**config.mk**
```make
export PLATFORM = sky130hd
export DESIGN_NAME = module_image_crc24_framer
export DESIGN_NICKNAME = d
export VERILOG_FILES = /design/src/sv/mic24_pkg.sv /design/src/sv/mic24_front.sv /design/src/sv/mic24_back.sv /design/src/sv/module_image_crc24_framer.sv
export VERILOG_INCLUDE_DIRS = /design/src /design/src/sv
export SDC_FILE = /design/constraint.sdc
export NUM_CORES = 1
export LEC_CHECK = 0
export BUFFER_PORTS_ARGS = -buffer_cell sky130_fd_sc_hd__buf_4
export CORE_MARGIN = 1
export CORE_UTILIZATION = 51
export DETAILED_ROUTE_END_ITERATION = 6
export PLACE_DENSITY = 0.74
export SYNTH_ARGS = -nofsm -noshare
export SYNTH_HDL_FRONTEND = slang
export SYNTH_SLANG_ARGS = --single-unit
```
**constraint.sdc**
```tcl
create_clock -name i_clk -period 6.38 [get_ports i_clk]
set_clock_uncertainty 0.2 [all_clocks]
set_input_delay 1.276 -clock i_clk [delete_from_list [all_inputs] [get_ports i_clk]]
set_output_delay 1.276 -clock i_clk [all_outputs]
set_load 0.01 [all_outputs]
```
**src/sv/module_image_crc24_framer_defines.svh**
```systemverilog
// assertion macros for the module image framer
// used by the top level only, no other dependencies
`ifndef MODULE_IMAGE_CRC24_FRAMER_DEFINES_SVH
`define MODULE_IMAGE_CRC24_FRAMER_DEFINES_SVH

`ifndef NO_ASSERTIONS
`define ASSERT_IMPLIES(lbl, clk, rst_n, ante, cons) \
    lbl: assert property (@(posedge clk) disable iff (!(rst_n)) (ante) |-> (cons)) \
        else $error("assertion failed");
`define ASSERT_NEXT(lbl, clk, rst_n, ante, cons) \
    lbl: assert property (@(posedge clk) disable iff (!(rst_n)) (ante) |=> (cons)) \
        else $error("assertion failed");
`else
`define ASSERT_IMPLIES(lbl, clk, rst_n, ante, cons)
`define ASSERT_NEXT(lbl, clk, rst_n, ante, cons)
`endif

`endif

```
**src/sv/mic24_pkg.sv**
```systemverilog
// shared types, constants and the crc byte update for the module image framer
// no dependencies
package mic24_pkg;

    typedef enum logic [1:0] {
        KIND_START  = 2'd0,
        KIND_NAME   = 2'd1,
        KIND_BODY   = 2'd2,
        KIND_FINISH = 2'd3
    } t_kind;

    localparam int CFG_IDX_W  = 3;
    localparam int CFG_DATA_W = 16;
    localparam int STEP_W     = 4;

    localparam logic [CFG_IDX_W-1:0] REG_MOD_LEN      = 3'd0;
    localparam logic [CFG_IDX_W-1:0] REG_NAME_OFFSET  = 3'd1;
    localparam logic [CFG_IDX_W-1:0] REG_TYPE_LANG    = 3'd2;
    localparam logic [CFG_IDX_W-1:0] REG_ATTR_BYTE    = 3'd3;
    localparam logic [CFG_IDX_W-1:0] REG_EXEC_OFFSET  = 3'd4;
    localparam logic [CFG_IDX_W-1:0] REG_STORAGE_SIZE = 3'd5;
    localparam logic [CFG_IDX_W-1:0] REG_EDITION_NUM  = 3'd6;

    localparam logic [7:0]  TYPE_LANG_RESET = 8'h11;
    localparam logic [7:0]  ATTR_BYTE_RESET = 8'h81;
    localparam logic [23:0] CRC_INIT        = 24'hFFFFFF;
    localparam logic [7:0]  SYNC_HI         = 8'h87;
    localparam logic [7:0]  SYNC_LO         = 8'hCD;
    localparam logic [7:0]  TOP_BIT         = 8'h80;
    localparam logic [7:0]  CRC_LOW_TAP     = 8'h21;

    // last step index of each run
    localparam logic [STEP_W-1:0] END_SINGLE    = 4'd0;
    localparam logic [STEP_W-1:0] END_NAME_LAST = 4'd1;
    localparam logic [STEP_W-1:0] END_FINISH    = 4'd2;
    localparam logic [STEP_W-1:0] END_HEADER    = 4'd12;

    typedef struct packed {
        t_kind             kind;
        logic [7:0]        data;
        logic              last;
        logic [STEP_W-1:0] run_end;
    } t_item;

    typedef struct packed {
        logic [15:0] mod_len;
        logic [15:0] name_offset;
        logic [7:0]  type_lang;
        logic [7:0]  attr_byte;
        logic [15:0] exec_offset;
        logic [15:0] storage_size;
        logic [7:0]  edition_num;
    } t_cfg;

    typedef struct packed {
        logic              fire;
        logic              head_valid;
        t_kind             kind;
        logic [STEP_W-1:0] step;
        logic [23:0]       crc;
    } t_back_stat;

    function automatic logic [23:0] crc_feed(input logic [23:0] crc, input logic [7:0] b);
        logic [7:0] a;
        logic [7:0] n0;
        logic [7:0] n1;
        logic [7:0] n2;
        a  = b ^ crc[23:16];
        n0 = crc[15:8];
        n1 = crc[7:0] ^ {7'd0, a[7]} ^ {2'd0, a[7:2]};
        n2 = {a[6:0], 1'b0} ^ {a[1:0], 6'd0};
        if (^a) begin
            n0 = n0 ^ TOP_BIT;
            n2 = n2 ^ CRC_LOW_TAP;
        end
        return {n0, n1, n2};
    endfunction

endpackage

```
**src/sv/mic24_front.sv**
```systemverilog
// front end: accepts input transactions, classifies them by run length
// and queues them for the back end; depends on mic24_pkg
module mic24_front #(
    parameter int QUEUE_DEPTH = 4
) (
    input  logic               i_clk,
    input  logic               i_rst_n,
    input  logic               s_axis_tvalid,
    output logic               s_axis_tready,
    input  logic [7:0]         s_axis_tdata,   // data_byte
    input  logic [1:0]         s_axis_tuser,   // kind
    input  logic               s_axis_tlast,   // name_last
    output mic24_pkg::t_item   o_head,
    output logic               o_head_valid,
    input  logic               i_pop
);

    localparam int PTR_W = (QUEUE_DEPTH > 1) ? $clog2(QUEUE_DEPTH) : 1;
    localparam int CNT_W = $clog2(QUEUE_DEPTH + 1);

    mic24_pkg::t_item r_mem [QUEUE_DEPTH];
    logic [PTR_W-1:0] r_wr_ptr, n_wr_ptr;
    logic [PTR_W-1:0] r_rd_ptr, n_rd_ptr;
    logic [CNT_W-1:0] r_count, n_count;
    mic24_pkg::t_item w_item;
    logic             w_push;

    always_comb begin
        w_item.kind = mic24_pkg::t_kind'(s_axis_tuser);
        w_item.data = s_axis_tdata;
        w_item.last = s_axis_tlast;
        unique case (w_item.kind)
            mic24_pkg::KIND_START:  w_item.run_end = mic24_pkg::END_HEADER;
            mic24_pkg::KIND_NAME:   w_item.run_end = s_axis_tlast ? mic24_pkg::END_NAME_LAST
                                                                  : mic24_pkg::END_SINGLE;
            mic24_pkg::KIND_FINISH: w_item.run_end = mic24_pkg::END_FINISH;
            default:                w_item.run_end = mic24_pkg::END_SINGLE;
        endcase
    end

    assign s_axis_tready = (r_count != CNT_W'(QUEUE_DEPTH));
    assign w_push        = s_axis_tvalid && s_axis_tready;
    assign o_head        = r_mem[r_rd_ptr];
    assign o_head_valid  = (r_count != '0);

    always_comb begin
        n_wr_ptr = r_wr_ptr;
        n_rd_ptr = r_rd_ptr;
        if (w_push) begin
            n_wr_ptr = (r_wr_ptr == PTR_W'(QUEUE_DEPTH - 1)) ? '0 : r_wr_ptr + 1'b1;
        end
        if (i_pop) begin
            n_rd_ptr = (r_rd_ptr == PTR_W'(QUEUE_DEPTH - 1)) ? '0 : r_rd_ptr + 1'b1;
        end
        case ({w_push, i_pop})
            2'b10:   n_count = r_count + 1'b1;
            2'b01:   n_count = r_count - 1'b1;
            default: n_count = r_count;
        endcase
    end

    always_ff @(posedge i_clk) begin
        if (!i_rst_n) begin
            r_wr_ptr <= '0;
            r_rd_ptr <= '0;
            r_count  <= '0;
        end else begin
            r_wr_ptr <= n_wr_ptr;
            r_rd_ptr <= n_rd_ptr;
            r_count  <= n_count;
        end
    end

    always_ff @(posedge i_clk) begin
        if (w_push) begin
            r_mem[r_wr_ptr] <= w_item;
        end
    end

endmodule

```
**src/sv/mic24_back.sv**
```systemverilog
// back end: steps through each queued item's run one byte a cycle
// while the output is not stalled, keeps the crc and holds the output register; depends on mic24_pkg
module mic24_back (
    input  logic                  i_clk,
    input  logic                  i_rst_n,
    input  mic24_pkg::t_item      i_head,
    input  logic                  i_head_valid,
    output logic                  o_pop,
    input  mic24_pkg::t_cfg       i_cfg,
    output logic                  m_axis_tvalid,
    input  logic                  m_axis_tready,
    output logic [7:0]            m_axis_tdata,   // out_byte
    output logic                  m_axis_tlast,   // run_last
    output mic24_pkg::t_back_stat o_stat
);

    logic [mic24_pkg::STEP_W-1:0] r_step, n_step;
    logic [23:0]                  r_crc, n_crc;
    logic                         r_out_valid, n_out_valid;
    logic [7:0]                   r_out_byte;
    logic                         r_out_last;
    logic                         w_fire;
    logic                         w_run_end;
    logic [7:0]                   w_byte;
    logic [7:0]                   w_par;
    logic [23:0]                  w_crc_base;

    assign w_fire    = i_head_valid && (!r_out_valid || m_axis_tready);
    assign w_run_end = (r_step == i_head.run_end);
    assign o_pop     = w_fire && w_run_end;

    assign w_par = ~(mic24_pkg::SYNC_HI ^ mic24_pkg::SYNC_LO
                   ^ i_cfg.mod_len[15:8] ^ i_cfg.mod_len[7:0]
                   ^ i_cfg.name_offset[15:8] ^ i_cfg.name_offset[7:0]
                   ^ i_cfg.type_lang ^ i_cfg.attr_byte);

    always_comb begin
        w_byte = i_head.data;
        case (i_head.kind)
            mic24_pkg::KIND_START: begin
                case (r_step)
                    4'd0:    w_byte = mic24_pkg::SYNC_HI;
                    4'd1:    w_byte = mic24_pkg::SYNC_LO;
                    4'd2:    w_byte = i_cfg.mod_len[15:8];
                    4'd3:    w_byte = i_cfg.mod_len[7:0];
                    4'd4:    w_byte = i_cfg.name_offset[15:8];
                    4'd5:    w_byte = i_cfg.name_offset[7:0];
                    4'd6:    w_byte = i_cfg.type_lang;
                    4'd7:    w_byte = i_cfg.attr_byte;
                    4'd8:    w_byte = w_par;
                    4'd9:    w_byte = i_cfg.exec_offset[15:8];
                    4'd10:   w_byte = i_cfg.exec_offset[7:0];
                    4'd11:   w_byte = i_cfg.storage_size[15:8];
                    default: w_byte = i_cfg.storage_size[7:0];
                endcase
            end
            mic24_pkg::KIND_NAME: begin
                if (!i_head.last) begin
                    w_byte = i_head.data;
                end else if (r_step == '0) begin
                    w_byte = i_head.data | mic24_pkg::TOP_BIT;
                end else begin
                    w_byte = i_cfg.edition_num;
                end
            end
            mic24_pkg::KIND_FINISH: begin
                case (r_step)
                    4'd0:    w_byte = ~r_crc[23:16];
                    4'd1:    w_byte = ~r_crc[15:8];
                    default: w_byte = ~r_crc[7:0];
                endcase
            end
            default: w_byte = i_head.data;
        endcase
    end

    // a start run seeds the crc with all ones before its first byte
    assign w_crc_base = (i_head.kind == mic24_pkg::KIND_START && r_step == '0)
                        ? mic24_pkg::CRC_INIT : r_crc;

    always_comb begin
        n_crc       = r_crc;
        n_step      = r_step;
        n_out_valid = r_out_valid;
        if (w_fire) begin
            n_out_valid = 1'b1;
            n_step      = w_run_end ? '0 : r_step + 1'b1;
            if (i_head.kind != mic24_pkg::KIND_FINISH) begin
                n_crc = mic24_pkg::crc_feed(w_crc_base, w_byte);
            end
        end else if (m_axis_tready) begin
            n_out_valid = 1'b0;
        end
    end

    always_ff @(posedge i_clk) begin
        if (!i_rst_n) begin
            r_crc       <= mic24_pkg::CRC_INIT;
            r_step      <= '0;
            r_out_valid <= 1'b0;
        end else begin
            r_crc       <= n_crc;
            r_step      <= n_step;
            r_out_valid <= n_out_valid;
        end
    end

    always_ff @(posedge i_clk) begin
        if (w_fire) begin
            r_out_byte <= w_byte;
            r_out_last <= w_run_end;
        end
    end

    assign m_axis_tvalid = r_out_valid;
    assign m_axis_tdata  = r_out_byte;
    assign m_axis_tlast  = r_out_last;

    assign o_stat.fire       = w_fire;
    assign o_stat.head_valid = i_head_valid;
    assign o_stat.kind       = i_head.kind;
    assign o_stat.step       = r_step;
    assign o_stat.crc        = r_crc;

endmodule

```
**src/sv/module_image_crc24_framer.sv**
```systemverilog
// top level of the module image framer: configuration registers, front and back ends
// depends on mic24_pkg, mic24_front, mic24_back and the assertion macro header

// Each input transaction is classified and queued by the front end (QUEUE_DEPTH entries);
// the back end emits the bytes of the item at the queue head one per cycle into an output
// register while it is not stalled. Body bytes and plain name characters emit one byte, a
// last name character two (character with bit 7 set, then the edition byte), a start item
// the thirteen header bytes and a finish item the three inverted crc bytes. The 24-bit crc
// is seeded to all ones by a start item and updated by every byte except the crc bytes.
// tlast marks the last byte of each item's run. Input items are registered in the queue and
// then in the output register. Configuration writes must be made while the block is idle.
`include "module_image_crc24_framer_defines.svh"

module module_image_crc24_framer #(
    parameter int QUEUE_DEPTH = 4
) (
    input  logic                            i_clk,
    input  logic                            i_rst_n,
    input  logic                            i_cfg_we,
    input  logic [mic24_pkg::CFG_IDX_W-1:0] i_cfg_idx,
    input  logic [mic24_pkg::CFG_DATA_W-1:0] i_cfg_data,
    input  logic                            s_axis_tvalid,
    output logic                            s_axis_tready,
    input  logic [7:0]                      s_axis_tdata,   // data_byte
    input  logic [1:0]                      s_axis_tuser,   // kind
    input  logic                            s_axis_tlast,   // name_last
    output logic                            m_axis_tvalid,
    input  logic                            m_axis_tready,
    output logic [7:0]                      m_axis_tdata,   // out_byte
    output logic                            m_axis_tlast    // run_last
);

    mic24_pkg::t_cfg       r_cfg, n_cfg;
    mic24_pkg::t_item      w_head;
    logic                  w_head_valid;
    logic                  w_pop;
    mic24_pkg::t_back_stat w_stat;

    always_comb begin
        n_cfg = r_cfg;
        if (i_cfg_we) begin
            unique case (i_cfg_idx)
                mic24_pkg::REG_MOD_LEN:      n_cfg.mod_len      = i_cfg_data;
                mic24_pkg::REG_NAME_OFFSET:  n_cfg.name_offset  = i_cfg_data;
                mic24_pkg::REG_TYPE_LANG:    n_cfg.type_lang    = i_cfg_data[7:0];
                mic24_pkg::REG_ATTR_BYTE:    n_cfg.attr_byte    = i_cfg_data[7:0];
                mic24_pkg::REG_EXEC_OFFSET:  n_cfg.exec_offset  = i_cfg_data;
                mic24_pkg::REG_STORAGE_SIZE: n_cfg.storage_size = i_cfg_data;
                mic24_pkg::REG_EDITION_NUM:  n_cfg.edition_num  = i_cfg_data[7:0];
                default:                     n_cfg = r_cfg;
            endcase
        end
    end

    always_ff @(posedge i_clk) begin
        if (!i_rst_n) begin
            r_cfg.mod_len      <= '0;
            r_cfg.name_offset  <= '0;
            r_cfg.type_lang    <= mic24_pkg::TYPE_LANG_RESET;
            r_cfg.attr_byte    <= mic24_pkg::ATTR_BYTE_RESET;
            r_cfg.exec_offset  <= '0;
            r_cfg.storage_size <= '0;
            r_cfg.edition_num  <= '0;
        end else begin
            r_cfg <= n_cfg;
        end
    end

    mic24_front #(
        .QUEUE_DEPTH (QUEUE_DEPTH)
    ) u_front (
        .i_clk         (i_clk),
        .i_rst_n       (i_rst_n),
        .s_axis_tvalid (s_axis_tvalid),
        .s_axis_tready (s_axis_tready),
        .s_axis_tdata  (s_axis_tdata),
        .s_axis_tuser  (s_axis_tuser),
        .s_axis_tlast  (s_axis_tlast),
        .o_head        (w_head),
        .o_head_valid  (w_head_valid),
        .i_pop         (w_pop)
    );

    mic24_back u_back (
        .i_clk         (i_clk),
        .i_rst_n       (i_rst_n),
        .i_head        (w_head),
        .i_head_valid  (w_head_valid),
        .o_pop         (w_pop),
        .i_cfg         (r_cfg),
        .m_axis_tvalid (m_axis_tvalid),
        .m_axis_tready (m_axis_tready),
        .m_axis_tdata  (m_axis_tdata),
        .m_axis_tlast  (m_axis_tlast),
        .o_stat        (w_stat)
    );

    // crc bytes leave the crc untouched
    `ASSERT_NEXT(a_finish_keeps_crc, i_clk, i_rst_n, w_stat.fire && w_stat.kind == mic24_pkg::KIND_FINISH, $stable(w_stat.crc))
    // the first header byte is fed into a freshly seeded crc
    `ASSERT_NEXT(a_start_seeds_crc, i_clk, i_rst_n, w_stat.fire && w_stat.kind == mic24_pkg::KIND_START && w_stat.step == '0, w_stat.crc == mic24_pkg::crc_feed(mic24_pkg::CRC_INIT, mic24_pkg::SYNC_HI))
    // the back end only pops a queue entry that is there
    `ASSERT_IMPLIES(a_pop_needs_head, i_clk, i_rst_n, w_pop, w_stat.head_valid && w_stat.fire)
    // the step counter returns to zero after each run
    `ASSERT_NEXT(a_step_resets_at_end, i_clk, i_rst_n, w_pop, w_stat.step == '0)

endmodule

```
==> results.ini <==
[cells_and_area]
layout-drive-gt1-share = 0.134
multi_input_area_sq_um = 4370
register_area_sq_um = 4470
area_delta_synth_final_pct = 11.8
final_common_cell = nand2_1
diodes = 0
nets = 990
design_area_sq_um = 10300
final_cell_mix = nand2_1, dfxtp_1, a21boi_0
fill_cells = 1472

[timing]
relSlewSlack = 0.325
drv_slew = 0
hold_viol = 0
layout_setup_ws_ps = 1830
timing.final.crit_period_ps = 4550
rsz0062_at_grt = no
tightest_slew_ps = 1010
timing.fmax_mhz = 220
finalCritPeriodShare = 0.713
finalSetupTns_ps = 0
final-setup-viol-count = 0

[floorplan]
start_util = 0.527
fp.dieW_um = 136
fp.dieArea_sq_um = 18500
io_pins = 46
die_h_um = 136
core_sq_um = 17400
num_rows = 48

[hold_path]
min_delay_path_depth = 2
hp-class = flip-flop to flip-flop

[critical_path]
worst_setup_path_start_kind = flip-flop
crit_type = flip-flop to flip-flop
cp.arrival_ps = 4690
critPathCaptureType = flip-flop
r2r_cells = 12
crit_fanout = 23
cp.required_ps = 6530

[job]
drv_cap = 0

[yosys]
netlist-cell-type-count = 72
syn-num-nets = 968
avgSynthCellArea_sq_um = 9.96
synth_top_area_frac = 0.275
synth_edf_count = 65
netlist_area_sq_um = 9180
yosysSeqAreaShare = 0.487
synthArstFlopShare = 0
yosysWarnings = 0
ys_ff_latch = 191
synth_ff_type = dfxtp_1
synth.area.top_cells = dfxtp_1, edfxtp_1, nand2_1
syn_inst = 922
yosys.area.top_type = dfxtp_1

[clock_network]
postCtsHoldBufs = 0
post-cts-setup-buffers = 0
htree_num_levels = 4
ctsResizeCount = 0
clockRootBuffer = clkbuf_16
cts_buffer_depth = 2
clk_latency_ps = 450
numCtsBuffers = 17
cts_tree = yes
cts.clk_slew.worst_paths_ps = 80
cts_sinks = 191

[placed_design]
io_buffers = 45
gp_congestion = 0.914
hpwlAfterDp_mm = 15.1
placed_area_sq_um = 9650
pre_cts_slack_ps = 1960

[power]
internal-power_mw = 2.49
swShare = 0.353
leakagePower_nw = 3.79
power_density_nw_per_um2 = 376
p_switching_mw = 1.36
power_mw = 3.86
pwr-share-clk = 0.278
peakVddDrop_uv = 255
seqPwrFrac = 0.396
p_comb_frac = 0.326

[global_route]
grt_pass1_wl_mm = 35.7
grt_usage = 0.256
grt_pass1_vias = 6496
antenna_found_initial = 0
grt-ovfl-total = 0
grt_max_degree = 91

[outcome]
status = completed

[routing]
wire_per_inst_um = 19.0
route.detailed.drc = 0
wl_mm = 22.4
dr.first_iter.drc_count = 685
drt_first_pass_iters = 5
via_count = 6882
viasPerCell = 5.82
ant_nets = 0

==> per-layer routing <==
metal / track usage / vias to the layer above / wire [um]
met5: 0 / - / 0
met4: 0.0809 / 0 / 372
met3: 0.0578 / 30 / 1520
met2: 0.395 / 229 / 10300
met1: 0.355 / 3342 / 10300
li1: - / 3281 / -
==> synthesized netlist by cell type, drive strengths merged, types with 2 or more instances <==
| cell | instances |
|---|---|
| a21boi | 88 |
| nor2b | 6 |
| a21oi | 16 |
| inv | 32 |
| o22a | 2 |
| a31oi | 10 |
| xnor2 | 38 |
| o21ai | 16 |
| mux4 | 14 |
| and2 | 8 |
| mux2 | 4 |
| o211ai | 18 |
| o22ai | 14 |
| nand3 | 18 |
| nor3 | 5 |
| clkbuf | 30 |
| buf | 21 |
| edfxtp | 65 |
| o221ai | 7 |
| or3 | 2 |
| nand2 | 232 |
| a211oi | 4 |
| a22oi | 17 |
| dfxtp | 126 |
| mux2i | 8 |
| ha | 10 |
| a221oi | 4 |
| and3b | 2 |
| nand3b | 3 |
| nand2b | 9 |
| nor2 | 35 |
| a32o | 2 |
| xnor3 | 11 |
| xor2 | 13 |
| a222oi | 3 |
| and3 | 7 |
| o2bb2ai | 6 |
| o221a | 2 |
==> registers in the layout (all words and copies together) (netlist names), 2 cells and up, named ones only <==
register	cells
u_front.r_rd_ptr	2
r_cfg	88
u_front.r_mem	56
u_back.m_axis_tdata	8
u_back.r_step	4
u_front.r_count	3
u_back.r_crc	24
u_front.r_wr_ptr	2
==> logic make-up (layout without fill, tap and decap cells) <==
family / Yosys count / in the layout / share of synthesized area
multiplexers: 26 / 26 / 0.0484
adder cells (fa/ha/maj): 11 / 11 / 0.0158
AO/OA/AOI/OAI: 219 / 219 / 0.178
buffers and inverters: 83 / 118 / 0.0378
flip-flops: 191 / 191 / 0.487
AND/OR/NAND/NOR: 330 / 330 / 0.155
XOR/XNOR: 62 / 62 / 0.0782
==> stage by stage <==
stage	hold WS [ps]	std cells	utilization
3_5_place_dp	253	1150	0.554
2_1_floorplan	238	922	-
4_1_cts	264	1182	0.589
5_1_grt	281	1182	0.589
3_3_place_gp	247	1150	0.554
6_report	263	1182	0.589
==> path summary, 6_finish.rpt <==
check / start / end / slack (ps)
worst min register to register: r_cfg[28] / r_cfg[28] / 260
worst max register to register: u_back.r_step[0] / u_back.r_crc[5] / 1830
worst max-delay path: u_back.r_step[0] / u_back.r_crc[5] / 1830
worst min-delay path: r_cfg[28] / r_cfg[28] / 260
==> power by group through the flow <==
stage	sequential, mW	clock [mW]	combinational, mW
6_report	1.53	1.07	1.26
5_1_grt	1.54	1.13	1.36
3_5_place_dp	1.55	0	1.24
3_3_place_gp	1.55	0	1.21
2_1_floorplan	1.52	0	0.950
4_1_cts	1.53	1.08	1.25
==> worst max-delay path: stages (launching register included) <==
cell and delay (ps):
dfxtp_1 370, inv_1 140, ha_1 840, or3b_1 560, nand2_4 210, mux2i_1 220, o2bb2ai_1 90, o22a_2 250
xor2_2 240, xnor3_1 470, xnor3_2 430, and2_4 190, o311ai_4 230
==> area by class of cell <==
class / count / area share
well taps: 225 / 0.0274
clock buffers: 17 / 0.0414
flip-flops and latches: 191 / 0.436
inverters: 32 / 0.0117
repair buffers: 54 / 0.0395
clock inverters: 15 / 0.0182
multi-input cells: 648 / 0.426
Note: power is estimated with default switching activity, not from simulation.
